--- src/mnac_pkg.sv ---
`timescale 1ns / 1ps
// ----------------------------------------------------------------------------
// mnac_pkg: shared types and constants
// Group size, conversion constants, register indexes and the control
// structs passed between the core and the median unit.
// ----------------------------------------------------------------------------
package mnac_pkg;

  localparam int unsigned SAMPLES_PER_GROUP = 9;
  localparam int unsigned CNT_W = $clog2(SAMPLES_PER_GROUP + 1);
  localparam int unsigned IDX_W = $clog2(SAMPLES_PER_GROUP);
  localparam logic [CNT_W-1:0] MED_RANK = CNT_W'(SAMPLES_PER_GROUP / 2);

  localparam int unsigned CH_W   = 8;
  localparam int unsigned SMP_W  = 8;
  localparam int unsigned CV_W   = 10;
  localparam int unsigned PROD_W = 17;
  localparam int unsigned RAW_CV_W = PROD_W - SMP_W;

  // ceil(m * 330 / 256) = (m * 330 + 255) >> 8
  localparam logic [PROD_W-1:0] SCALE_MUL = PROD_W'(330);
  localparam logic [PROD_W-1:0] ROUND_ADD = PROD_W'(255);

  localparam int unsigned CFG_IDX_W  = 8;
  localparam int unsigned CFG_DATA_W = 8;

  typedef enum logic [CFG_IDX_W-1:0] {
    REG_BOARD_KIND = 8'd0,
    REG_LEFT_ID    = 8'd1,
    REG_RIGHT_ID   = 8'd2,
    REG_POWER_ID   = 8'd3
  } cfg_reg_e;

  typedef enum logic {
    STATUS_OK      = 1'b0,
    STATUS_UNKNOWN = 1'b1
  } status_e;

  typedef enum logic {
    MODE_MEDIAN = 1'b0,
    MODE_DIRECT = 1'b1
  } mode_e;

  typedef struct packed {
    logic             push;
    logic [SMP_W-1:0] data;
    logic             start;
  } med_ctrl_t;

  typedef struct packed {
    logic             done;
    logic [SMP_W-1:0] median;
  } med_stat_t;

endpackage

--- src/mnac_in_if.sv ---
`timescale 1ns / 1ps
// ----------------------------------------------------------------------------
// mnac_in_if: sample request channel
// Valid/ready channel carrying a channel number and a raw sample.
// ----------------------------------------------------------------------------
interface mnac_in_if import mnac_pkg::*; ();
  logic             valid;
  logic             ready;
  logic [CH_W-1:0]  channel;
  logic [SMP_W-1:0] sample;

  modport source (output valid, output channel, output sample, input ready);
  modport sink   (input valid, input channel, input sample, output ready);
endinterface

--- src/mnac_out_if.sv ---
`timescale 1ns / 1ps
// ----------------------------------------------------------------------------
// mnac_out_if: result channel
// Valid/ready channel carrying status and voltage in hundredths of a volt.
// ----------------------------------------------------------------------------
interface mnac_out_if import mnac_pkg::*; ();
  logic            valid;
  logic            ready;
  logic            status;
  logic [CV_W-1:0] centivolts;

  modport source (output valid, output status, output centivolts, input ready);
  modport sink   (input valid, input status, input centivolts, output ready);
endinterface

--- src/mnac_cfg_if.sv ---
`timescale 1ns / 1ps
// ----------------------------------------------------------------------------
// mnac_cfg_if: configuration write channel
// Valid/ready channel carrying a register index and write data.
// ----------------------------------------------------------------------------
interface mnac_cfg_if import mnac_pkg::*; ();
  logic                  valid;
  logic                  ready;
  logic [CFG_IDX_W-1:0]  index;
  logic [CFG_DATA_W-1:0] data;

  modport source (output valid, output index, output data, input ready);
  modport sink   (input valid, input index, input data, output ready);
endinterface

--- src/median_nine_adc_to_centivolts_core.sv ---
`timescale 1ns / 1ps
// ----------------------------------------------------------------------------
// median_nine_adc_to_centivolts_core: converter front end
// Median-of-nine (or direct) conversion of 8-bit samples to centivolts.
// ----------------------------------------------------------------------------
// One request at a time. An unknown channel goes through S_EMIT, a direct
// sample through S_CONV and S_EMIT, and a request that only joins a group
// stays in S_IDLE. The request that completes a group starts the median unit,
// which tests each stored sample as a candidate with one comparator: load, N
// compares and a check per candidate, for up to N candidates. The median is
// then handed back, converted in S_CONV and emitted in S_EMIT. The result sits
// in an output register; the next request is taken once the previous result
// has been moved there. Config writes are always accepted, one per cycle.
module median_nine_adc_to_centivolts_core
  import mnac_pkg::*;
(
  input  logic    clk_i,
  input  logic    rst_ni,
  mnac_in_if.sink    req_i,
  mnac_out_if.source rsp_o,
  mnac_cfg_if.sink   cfg_i
);

  typedef enum logic [3:0] {
    S_IDLE = 4'b0001,
    S_MED  = 4'b0010,
    S_CONV = 4'b0100,
    S_EMIT = 4'b1000
  } core_state_e;

  core_state_e state_q, state_d;

  // configuration registers
  mode_e           mode_q;
  logic [CH_W-1:0] left_id_q, right_id_q, power_id_q;

  // group tracking
  logic [CNT_W-1:0] count_q, count_d;
  logic [CH_W-1:0]  group_ch_q, group_ch_d;

  // request working registers
  logic [SMP_W-1:0]  raw_q, raw_d;
  logic [PROD_W-1:0] prod_q, prod_d;
  logic              power_q, power_d;
  logic              err_q, err_d;

  // result register
  logic            out_valid_q, out_valid_d;
  logic            out_status_q, out_status_d;
  logic [CV_W-1:0] out_cv_q, out_cv_d;

  med_ctrl_t med_ctrl;
  med_stat_t med_stat;

  logic             req_fire;
  logic             known;
  logic [CNT_W-1:0] cnt_base;
  logic [CNT_W-1:0] cnt_next;
  logic             out_free;
  logic [RAW_CV_W-1:0] cv_raw;
  logic [CV_W-1:0]     cv_final;

  assign req_i.ready = (state_q == S_IDLE);
  assign req_fire    = req_i.valid && req_i.ready;
  assign cfg_i.ready = 1'b1;
  assign out_free    = !out_valid_q || rsp_o.ready;

  assign known = (req_i.channel == left_id_q) || (req_i.channel == right_id_q)
              || (req_i.channel == power_id_q);

  // a change of channel drops a partial group
  always_comb begin
    cnt_base = count_q;
    if ((count_q != '0) && (req_i.channel != group_ch_q)) begin
      cnt_base = '0;
    end
    if (cnt_base >= CNT_W'(SAMPLES_PER_GROUP)) begin
      cnt_base = '0;
    end
    cnt_next = cnt_base + CNT_W'(1);
  end

  // ceil(m*330/256), tripled on the supply channel
  assign cv_raw   = prod_q[PROD_W-1:SMP_W];
  assign cv_final = power_q ? ({1'b0, cv_raw} + {cv_raw, 1'b0}) : {1'b0, cv_raw};

  always_comb begin
    state_d      = state_q;
    count_d      = count_q;
    group_ch_d   = group_ch_q;
    raw_d        = raw_q;
    prod_d       = prod_q;
    power_d      = power_q;
    err_d        = err_q;
    out_valid_d  = out_valid_q && !rsp_o.ready;
    out_status_d = out_status_q;
    out_cv_d     = out_cv_q;
    med_ctrl     = '{push: 1'b0, data: req_i.sample, start: 1'b0};
    case (state_q)
      S_IDLE: begin
        if (req_fire) begin
          power_d = (req_i.channel == power_id_q);
          raw_d   = req_i.sample;
          if (!known) begin
            err_d   = 1'b1;
            state_d = S_EMIT;
          end else if (mode_q == MODE_DIRECT) begin
            err_d   = 1'b0;
            state_d = S_CONV;
          end else begin
            err_d         = 1'b0;
            group_ch_d    = req_i.channel;
            med_ctrl.push = 1'b1;
            if (cnt_next == CNT_W'(SAMPLES_PER_GROUP)) begin
              count_d        = '0;
              med_ctrl.start = 1'b1;
              state_d        = S_MED;
            end else begin
              count_d = cnt_next;
            end
          end
        end
      end
      S_MED: begin
        if (med_stat.done) begin
          raw_d   = med_stat.median;
          state_d = S_CONV;
        end
      end
      S_CONV: begin
        prod_d  = PROD_W'(raw_q) * SCALE_MUL + ROUND_ADD;
        state_d = S_EMIT;
      end
      S_EMIT: begin
        if (out_free) begin
          out_valid_d = 1'b1;
          if (err_q) begin
            out_status_d = STATUS_UNKNOWN;
            out_cv_d     = '0;
          end else begin
            out_status_d = STATUS_OK;
            out_cv_d     = cv_final;
          end
          state_d = S_IDLE;
        end
      end
      default: state_d = S_IDLE;
    endcase
  end

  always_ff @(posedge clk_i or negedge rst_ni) begin
    if (!rst_ni) begin
      state_q     <= S_IDLE;
      count_q     <= '0;
      group_ch_q  <= '0;
      out_valid_q <= 1'b0;
      mode_q      <= MODE_MEDIAN;
      left_id_q   <= CH_W'(0);
      right_id_q  <= CH_W'(1);
      power_id_q  <= CH_W'(2);
    end else begin
      state_q     <= state_d;
      count_q     <= count_d;
      group_ch_q  <= group_ch_d;
      out_valid_q <= out_valid_d;
      if (cfg_i.valid) begin
        case (cfg_i.index)
          REG_BOARD_KIND: mode_q     <= mode_e'(cfg_i.data[0]);
          REG_LEFT_ID:    left_id_q  <= cfg_i.data;
          REG_RIGHT_ID:   right_id_q <= cfg_i.data;
          REG_POWER_ID:   power_id_q <= cfg_i.data;
          default: ;
        endcase
      end
    end
  end

  always_ff @(posedge clk_i) begin
    raw_q        <= raw_d;
    prod_q       <= prod_d;
    power_q      <= power_d;
    err_q        <= err_d;
    out_status_q <= out_status_d;
    out_cv_q     <= out_cv_d;
  end

  mnac_median u_median (
    .clk_i  (clk_i),
    .rst_ni (rst_ni),
    .ctrl_i (med_ctrl),
    .stat_o (med_stat)
  );

  assign rsp_o.valid      = out_valid_q;
  assign rsp_o.status     = out_status_q;
  assign rsp_o.centivolts = out_cv_q;

endmodule

--- src/mnac_median.sv ---
`timescale 1ns / 1ps
// ----------------------------------------------------------------------------
// mnac_median: rank-count median unit
// Samples sit in a rotating ring; one comparator counts, for each
// candidate, how many samples are below and equal to it.
// ----------------------------------------------------------------------------
module mnac_median
  import mnac_pkg::*;
(
  input  logic      clk_i,
  input  logic      rst_ni,
  input  med_ctrl_t ctrl_i,
  output med_stat_t stat_o
);

  typedef enum logic [3:0] {
    M_IDLE  = 4'b0001,
    M_LOAD  = 4'b0010,
    M_SCAN  = 4'b0100,
    M_CHECK = 4'b1000
  } med_state_e;

  med_state_e       state_q, state_d;
  logic [SMP_W-1:0] ring_q [SAMPLES_PER_GROUP];
  logic [SMP_W-1:0] cand_q, cand_d;
  logic [SMP_W-1:0] median_q, median_d;
  logic [CNT_W-1:0] lt_q, lt_d, eq_q, eq_d;
  logic [IDX_W-1:0] pos_q, pos_d;
  logic             done_q, done_d;
  logic             shift;
  logic [SMP_W-1:0] shift_in;
  logic [CNT_W:0]   upper;
  logic             hit;

  assign upper = {1'b0, lt_q} + {1'b0, eq_q};
  assign hit   = (lt_q <= MED_RANK) && ({1'b0, MED_RANK} < upper);

  // ring shift: push loads the tail, rotate feeds the head back round
  always_ff @(posedge clk_i) begin
    if (shift) begin
      for (int i = 0; i < SAMPLES_PER_GROUP - 1; i++) begin
        ring_q[i] <= ring_q[i+1];
      end
      ring_q[SAMPLES_PER_GROUP-1] <= shift_in;
    end
  end

  always_comb begin
    state_d  = state_q;
    cand_d   = cand_q;
    median_d = median_q;
    lt_d     = lt_q;
    eq_d     = eq_q;
    pos_d    = pos_q;
    done_d   = 1'b0;
    shift    = 1'b0;
    shift_in = ring_q[0];
    case (state_q)
      M_IDLE: begin
        if (ctrl_i.push) begin
          shift    = 1'b1;
          shift_in = ctrl_i.data;
        end
        if (ctrl_i.start) begin
          state_d = M_LOAD;
        end
      end
      M_LOAD: begin
        cand_d  = ring_q[0];
        lt_d    = '0;
        eq_d    = '0;
        pos_d   = '0;
        state_d = M_SCAN;
      end
      M_SCAN: begin
        shift = 1'b1;
        if (ring_q[0] < cand_q) begin
          lt_d = lt_q + CNT_W'(1);
        end
        if (ring_q[0] == cand_q) begin
          eq_d = eq_q + CNT_W'(1);
        end
        pos_d = pos_q + IDX_W'(1);
        if (pos_q == IDX_W'(SAMPLES_PER_GROUP - 1)) begin
          state_d = M_CHECK;
        end
      end
      M_CHECK: begin
        if (hit) begin
          median_d = cand_q;
          done_d   = 1'b1;
          state_d  = M_IDLE;
        end else begin
          // step to the next candidate
          shift   = 1'b1;
          state_d = M_LOAD;
        end
      end
      default: state_d = M_IDLE;
    endcase
  end

  always_ff @(posedge clk_i or negedge rst_ni) begin
    if (!rst_ni) begin
      state_q <= M_IDLE;
      done_q  <= 1'b0;
    end else begin
      state_q <= state_d;
      done_q  <= done_d;
    end
  end

  always_ff @(posedge clk_i) begin
    cand_q   <= cand_d;
    median_q <= median_d;
    lt_q     <= lt_d;
    eq_q     <= eq_d;
    pos_q    <= pos_d;
  end

  assign stat_o.done   = done_q;
  assign stat_o.median = median_q;

endmodule
--- src/flat_wrapper.sv ---
// flat-port wrapper written by rule: the top's interface ports become plain ports
module median_nine_adc_to_centivolts_core_flat import mnac_pkg::*;
  (clk_i, rst_ni, req_i_valid, req_i_channel, req_i_sample, req_i_ready, rsp_o_valid, rsp_o_status, rsp_o_centivolts, rsp_o_ready, cfg_i_valid, cfg_i_index, cfg_i_data, cfg_i_ready);
  mnac_in_if req_i_i ();
  mnac_out_if rsp_o_i ();
  mnac_cfg_if cfg_i_i ();
  input  logic clk_i;
  input  logic rst_ni;
  input wire logic [$bits(req_i_i.valid)-1:0] req_i_valid;
  input wire logic [$bits(req_i_i.channel)-1:0] req_i_channel;
  input wire logic [$bits(req_i_i.sample)-1:0] req_i_sample;
  output wire logic [$bits(req_i_i.ready)-1:0] req_i_ready;
  output wire logic [$bits(rsp_o_i.valid)-1:0] rsp_o_valid;
  output wire logic [$bits(rsp_o_i.status)-1:0] rsp_o_status;
  output wire logic [$bits(rsp_o_i.centivolts)-1:0] rsp_o_centivolts;
  input wire logic [$bits(rsp_o_i.ready)-1:0] rsp_o_ready;
  input wire logic [$bits(cfg_i_i.valid)-1:0] cfg_i_valid;
  input wire logic [$bits(cfg_i_i.index)-1:0] cfg_i_index;
  input wire logic [$bits(cfg_i_i.data)-1:0] cfg_i_data;
  output wire logic [$bits(cfg_i_i.ready)-1:0] cfg_i_ready;
  assign req_i_i.valid = req_i_valid;
  assign req_i_i.channel = req_i_channel;
  assign req_i_i.sample = req_i_sample;
  assign req_i_ready = req_i_i.ready;
  assign rsp_o_valid = rsp_o_i.valid;
  assign rsp_o_status = rsp_o_i.status;
  assign rsp_o_centivolts = rsp_o_i.centivolts;
  assign rsp_o_i.ready = rsp_o_ready;
  assign cfg_i_i.valid = cfg_i_valid;
  assign cfg_i_i.index = cfg_i_index;
  assign cfg_i_i.data = cfg_i_data;
  assign cfg_i_ready = cfg_i_i.ready;
  median_nine_adc_to_centivolts_core u_core (.clk_i(clk_i), .rst_ni(rst_ni), .req_i(req_i_i), .rsp_o(rsp_o_i), .cfg_i(cfg_i_i));
endmodule
--- config.mk ---
export PLATFORM = sky130hd
export DESIGN_NAME = median_nine_adc_to_centivolts_core_flat
export DESIGN_NICKNAME = d
export VERILOG_FILES = /design/src/mnac_pkg.sv /design/src/mnac_in_if.sv /design/src/mnac_out_if.sv /design/src/mnac_cfg_if.sv /design/src/median_nine_adc_to_centivolts_core.sv /design/src/mnac_median.sv /design/src/flat_wrapper.sv
export SDC_FILE = /design/constraint.sdc
export NUM_CORES = 1
export LEC_CHECK = 0
export BUFFER_PORTS_ARGS = -buffer_cell sky130_fd_sc_hd__buf_4
export CAP_MARGIN = 10
export CORE_MARGIN = 2
export CORE_UTILIZATION = 54
export CTS_BUF_LIST = sky130_fd_sc_hd__clkbuf_8
export DETAILED_ROUTE_END_ITERATION = 12
export GPL_TIMING_DRIVEN = 0
export PLACE_DENSITY = 0.83
export SYNTH_ARGS = -nofsm -noshare
export SYNTH_HDL_FRONTEND = slang
export SYNTH_SLANG_ARGS = --single-unit
--- constraint.sdc ---
create_clock -name clk_i -period 7.05 [get_ports clk_i]
set_clock_uncertainty 0.15 [all_clocks]
set_input_delay 1.41 -clock clk_i [delete_from_list [all_inputs] [get_ports clk_i]]
set_output_delay 1.41 -clock clk_i [all_outputs]
set_load 0.01 [all_outputs]
==> results.sh <==
export IMPL_status="finished clean"
export IMPL_clkSinkCount=177
export IMPL_io_buffers=41
export IMPL_period_minus_slack_ns=4.42
export IMPL_drt_iter0_drc=322
export IMPL_grt_usage_pct=18.2
export IMPL_fin_util_pct=61.9
export IMPL_ys_flop_type="edfxtp_1"
export IMPL_synth_top_family_by_area="adder cells"
export IMPL_h_tree_depth=4
export IMPL_most_common_layout_cells="edfxtp_1 (130), ha_1 (69), mux2_2 (52), inv_1 (46)"
export IMPL_synth_mux_area_share_pct=7.25
export IMPL_grt_pass1_vias=5345
export IMPL_ys_seq_area_share_pct=57.9
export IMPL_hold_class="reg2reg"
export IMPL_gp_congestion=0.821
export IMPL_synth_top_cell_by_area="edfxtp_1"
export IMPL_cp_end_kind="flop"
export IMPL_synth_top_area_share_pct=44.5
export IMPL_crit_type="reg2reg"
export IMPL_first_pass_iters=6
export IMPL_hold_depth=0
export IMPL_finalSetupViolCount=0
export IMPL_hold_buffers=0
export IMPL_rsz0062_at_grt="no"
export IMPL_fp_dieW_um=132
export IMPL_tightest_slew_ns=0.940
export IMPL_fin_area_mm2=0.00983
export IMPL_power_per_cell_area_mw_per_mm2=194
export IMPL_diodes=0
export IMPL_fp_coreArea_mm2=0.0159
export IMPL_ir_drop_v=0.000175
export IMPL_drv_slew=0
export IMPL_final_hold_viol_count=0
export IMPL_post_cts_buffers=0
export IMPL_drc=0
export IMPL_whs_endpoint="u_core.u_median.ring_q[0][31]"
export IMPL_synthXorXnorAreaFrac_pct=6.09
export IMPL_post_dp_cell_area_mm2=0.00938
export IMPL_post_route_period_util_pct=62.7
export IMPL_rrSetupSlack_ns=2.63
export IMPL_path_clk_slew_ns=0.11
export IMPL_antenna_found_initial=0
export IMPL_fin_tns_setup_ns=0
export IMPL_start_util_pct=55.3
export IMPL_place_hpwl_mm=11.0
export IMPL_clock_path_buffers=2
export IMPL_synth_distinct_cells=62
export IMPL_cts_tree="done"
export IMPL_fmax_ghz=0.226
export IMPL_min_from="u_core.u_median.ring_q[0][39]"
export IMPL_relSlewSlack_pct=37.3
export IMPL_synthSimpleGateAreaFrac_pct=8.85
export IMPL_die_h_um=132
export IMPL_worst_hold_slack_ns=0.280
export IMPL_die_area_mm2=0.0173
export IMPL_numCtsBuffers=17
export IMPL_clk_latency_ns=0.46
export IMPL_crit_path_start_kind="flop"
export IMPL_drt_antenna_violating_nets=0
export IMPL_cp_max_fo=6
export IMPL_reg2reg_to="u_core.prod_q[16]"
export IMPL_rows=46
export IMPL_timing_rr_start="u_core.raw_q[1]"
export IMPL_grt_pass1_wl_mm=25.1
export IMPL_num_vias=5131
export IMPL_cts_root_buf="clkbuf_8"
export IMPL_ioPinCount=51
export IMPL_synth_edf_count=130
export IMPL_worst_ep_required_time_ns=7.12
export IMPL_viasPerCell=5.51
export IMPL_synth_compound_area_share_pct=5.33
export IMPL_drive_gt1_share_pct=21.4
export IMPL_wl_per_cell_um=16.0
export IMPL_final_nets=816
export IMPL_cp_arrival_ns=4.49
export IMPL_ys_warn_count=0
export IMPL_synthTopCellsByArea="edfxtp_1 (44%), dfrtp_1 (12%), ha_1 (9.8%)"
export IMPL_nFillCells=1172
export IMPL_reg2reg_depth=14
export IMPL_synthAdderAreaFrac_pct=11.7
export IMPL_drt_wl_total_mm=14.9
export IMPL_drv_cap=0
export IMPL_synthCells=641
export IMPL_final_common_cell="edfxtp_1"
export IMPL_grt_ovfl_total=0
export IMPL_ctsResizeCount=0
export IMPL_synth_area_mm2=0.00878
export IMPL_syn_area_per_cell_um2=13.7
export IMPL_leakagePower_nw=3.79
export IMPL_synth_seq_cells=177
export IMPL_syn_num_nets=755
export IMPL_async_flop_share_pct=26.6
export IMPL_grt_max_degree=73
export IMPL_area_growth_pct=12.0
-- worst max-delay path by stage --
| stage | slack, ns | to | start | cells past startpoint |
|---|---|---|---|---|
| 6_report | 2.63 | u_core.prod_q[16] | u_core.raw_q[1] | 14 |
| 5_1_grt | 2.37 | u_core.prod_q[16] | u_core.raw_q[1] | 14 |
| 4_1_cts | 2.60 | u_core.prod_q[16] | u_core.raw_q[3] | 14 |
| 3_5_place_dp | 2.62 | u_core.prod_q[16] | u_core.raw_q[3] | 14 |
| 3_3_place_gp | 0.99 | u_core.u_median.ring_q[0][2] | req_i_channel[6] | 7 |
| 2_1_floorplan | 1.85 | u_core.u_median.ring_q[0][0] | req_i_channel[1] | 7 |
-- metal layers --
metal / vias to the layer above / track usage (%) / wire length (um)
li1: 2479 / - / -
met1: 2521 / 22.1 / 6500
met2: 106 / 32.1 / 7660
met3: 25 / 4.13 / 512
met4: 0 / 6.28 / 263
met5: - / 0 / 0
-- worst max-delay path: stages, from the launching register on --
cell	delay, ns
edfxtp_1	0.45
ha_1	0.33
inv_1	0.06
fa_1	0.49
inv_1	0.04
ha_1	0.29
ha_1	0.31
ha_1	0.39
and3_1	0.23
a221oi_1	0.36
xnor2_1	0.21
nand3_1	0.19
nor3b_2	0.34
nand4_1	0.15
xnor2_1	0.19
-- report_power, final --
group,total (mW),switching [mW],internal (mW)
clock network,0.733,0.445,0.288
registers,1.12,0.00508,1.11
logic,0.0526,0.0257,0.0269
-- flip-flops by register name, indices dropped and copies added, names as in the netlist, 4 cells and up --
name                      cells
u_core.u_median.state_q       4
u_core.u_median.cand_q        8
u_core.state_q                4
u_core.u_median.eq_q          4
u_core.count_q                4
u_core.prod_q                 9
u_core.right_id_q             8
u_core.u_median.pos_q         4
u_core.rsp_o.centivolts      10
u_core.raw_q                  8
u_core.power_id_q             8
u_core.u_median.lt_q          4
u_core.u_median.median_q      8
u_core.left_id_q              8
u_core.group_ch_q             8
u_core.u_median.ring_q       72
-- kinds of logic (layout without fill, tap and decap cells) --
group / Yosys count / after routing
AOI/OAI and AO/OA: 68 / 68
xor gates and xnor gates: 61 / 61
adders and majority gates: 77 / 77
buffers and inverters: 61 / 135
DFF: 177 / 177
muxes: 57 / 57
other: 1 / 1
and+or+nand+nor: 139 / 139
-- final cells by class --
class	count	area, um2	area share [%]
Inverter	46	173	1.76
Timing Repair Buffer	42	315	3.21
Clock inverter	15	214	2.18
Buffer	15	77.6	0.789
Clock buffer	17	234	2.38
Tap cell	216	270	2.75
Multi-Input combinational cell	403	3460	35.2
Sequential cell	177	5080	51.7
-- through the flow --
step                      cells  setup slack [ns]  power (mW)
after floorplan             641              1.85        1.17
after global placement      898             0.994        1.19
after detailed placement    899              2.62        1.19
after CTS                   931              2.60        1.92
after global routing        931              2.37        1.97
final                       931              2.63        1.90
-- cell usage after synthesis, types with 7 or more instances --
library cell  number
o21ai_0           10
nor2b_1           10
nor3_1            10
nor2_1            32
inv_1             46
xor2_1            27
nand2b_1           7
xnor2_1           34
edfxtp_1         130
buf_2              8
a21oi_1           15
nand3_1           14
dfrtp_1           43
nand2_1           22
ha_1              69
nand4_1            7
mux2_2            52
fa_1               8
Power figures use the tool's default switching activity.
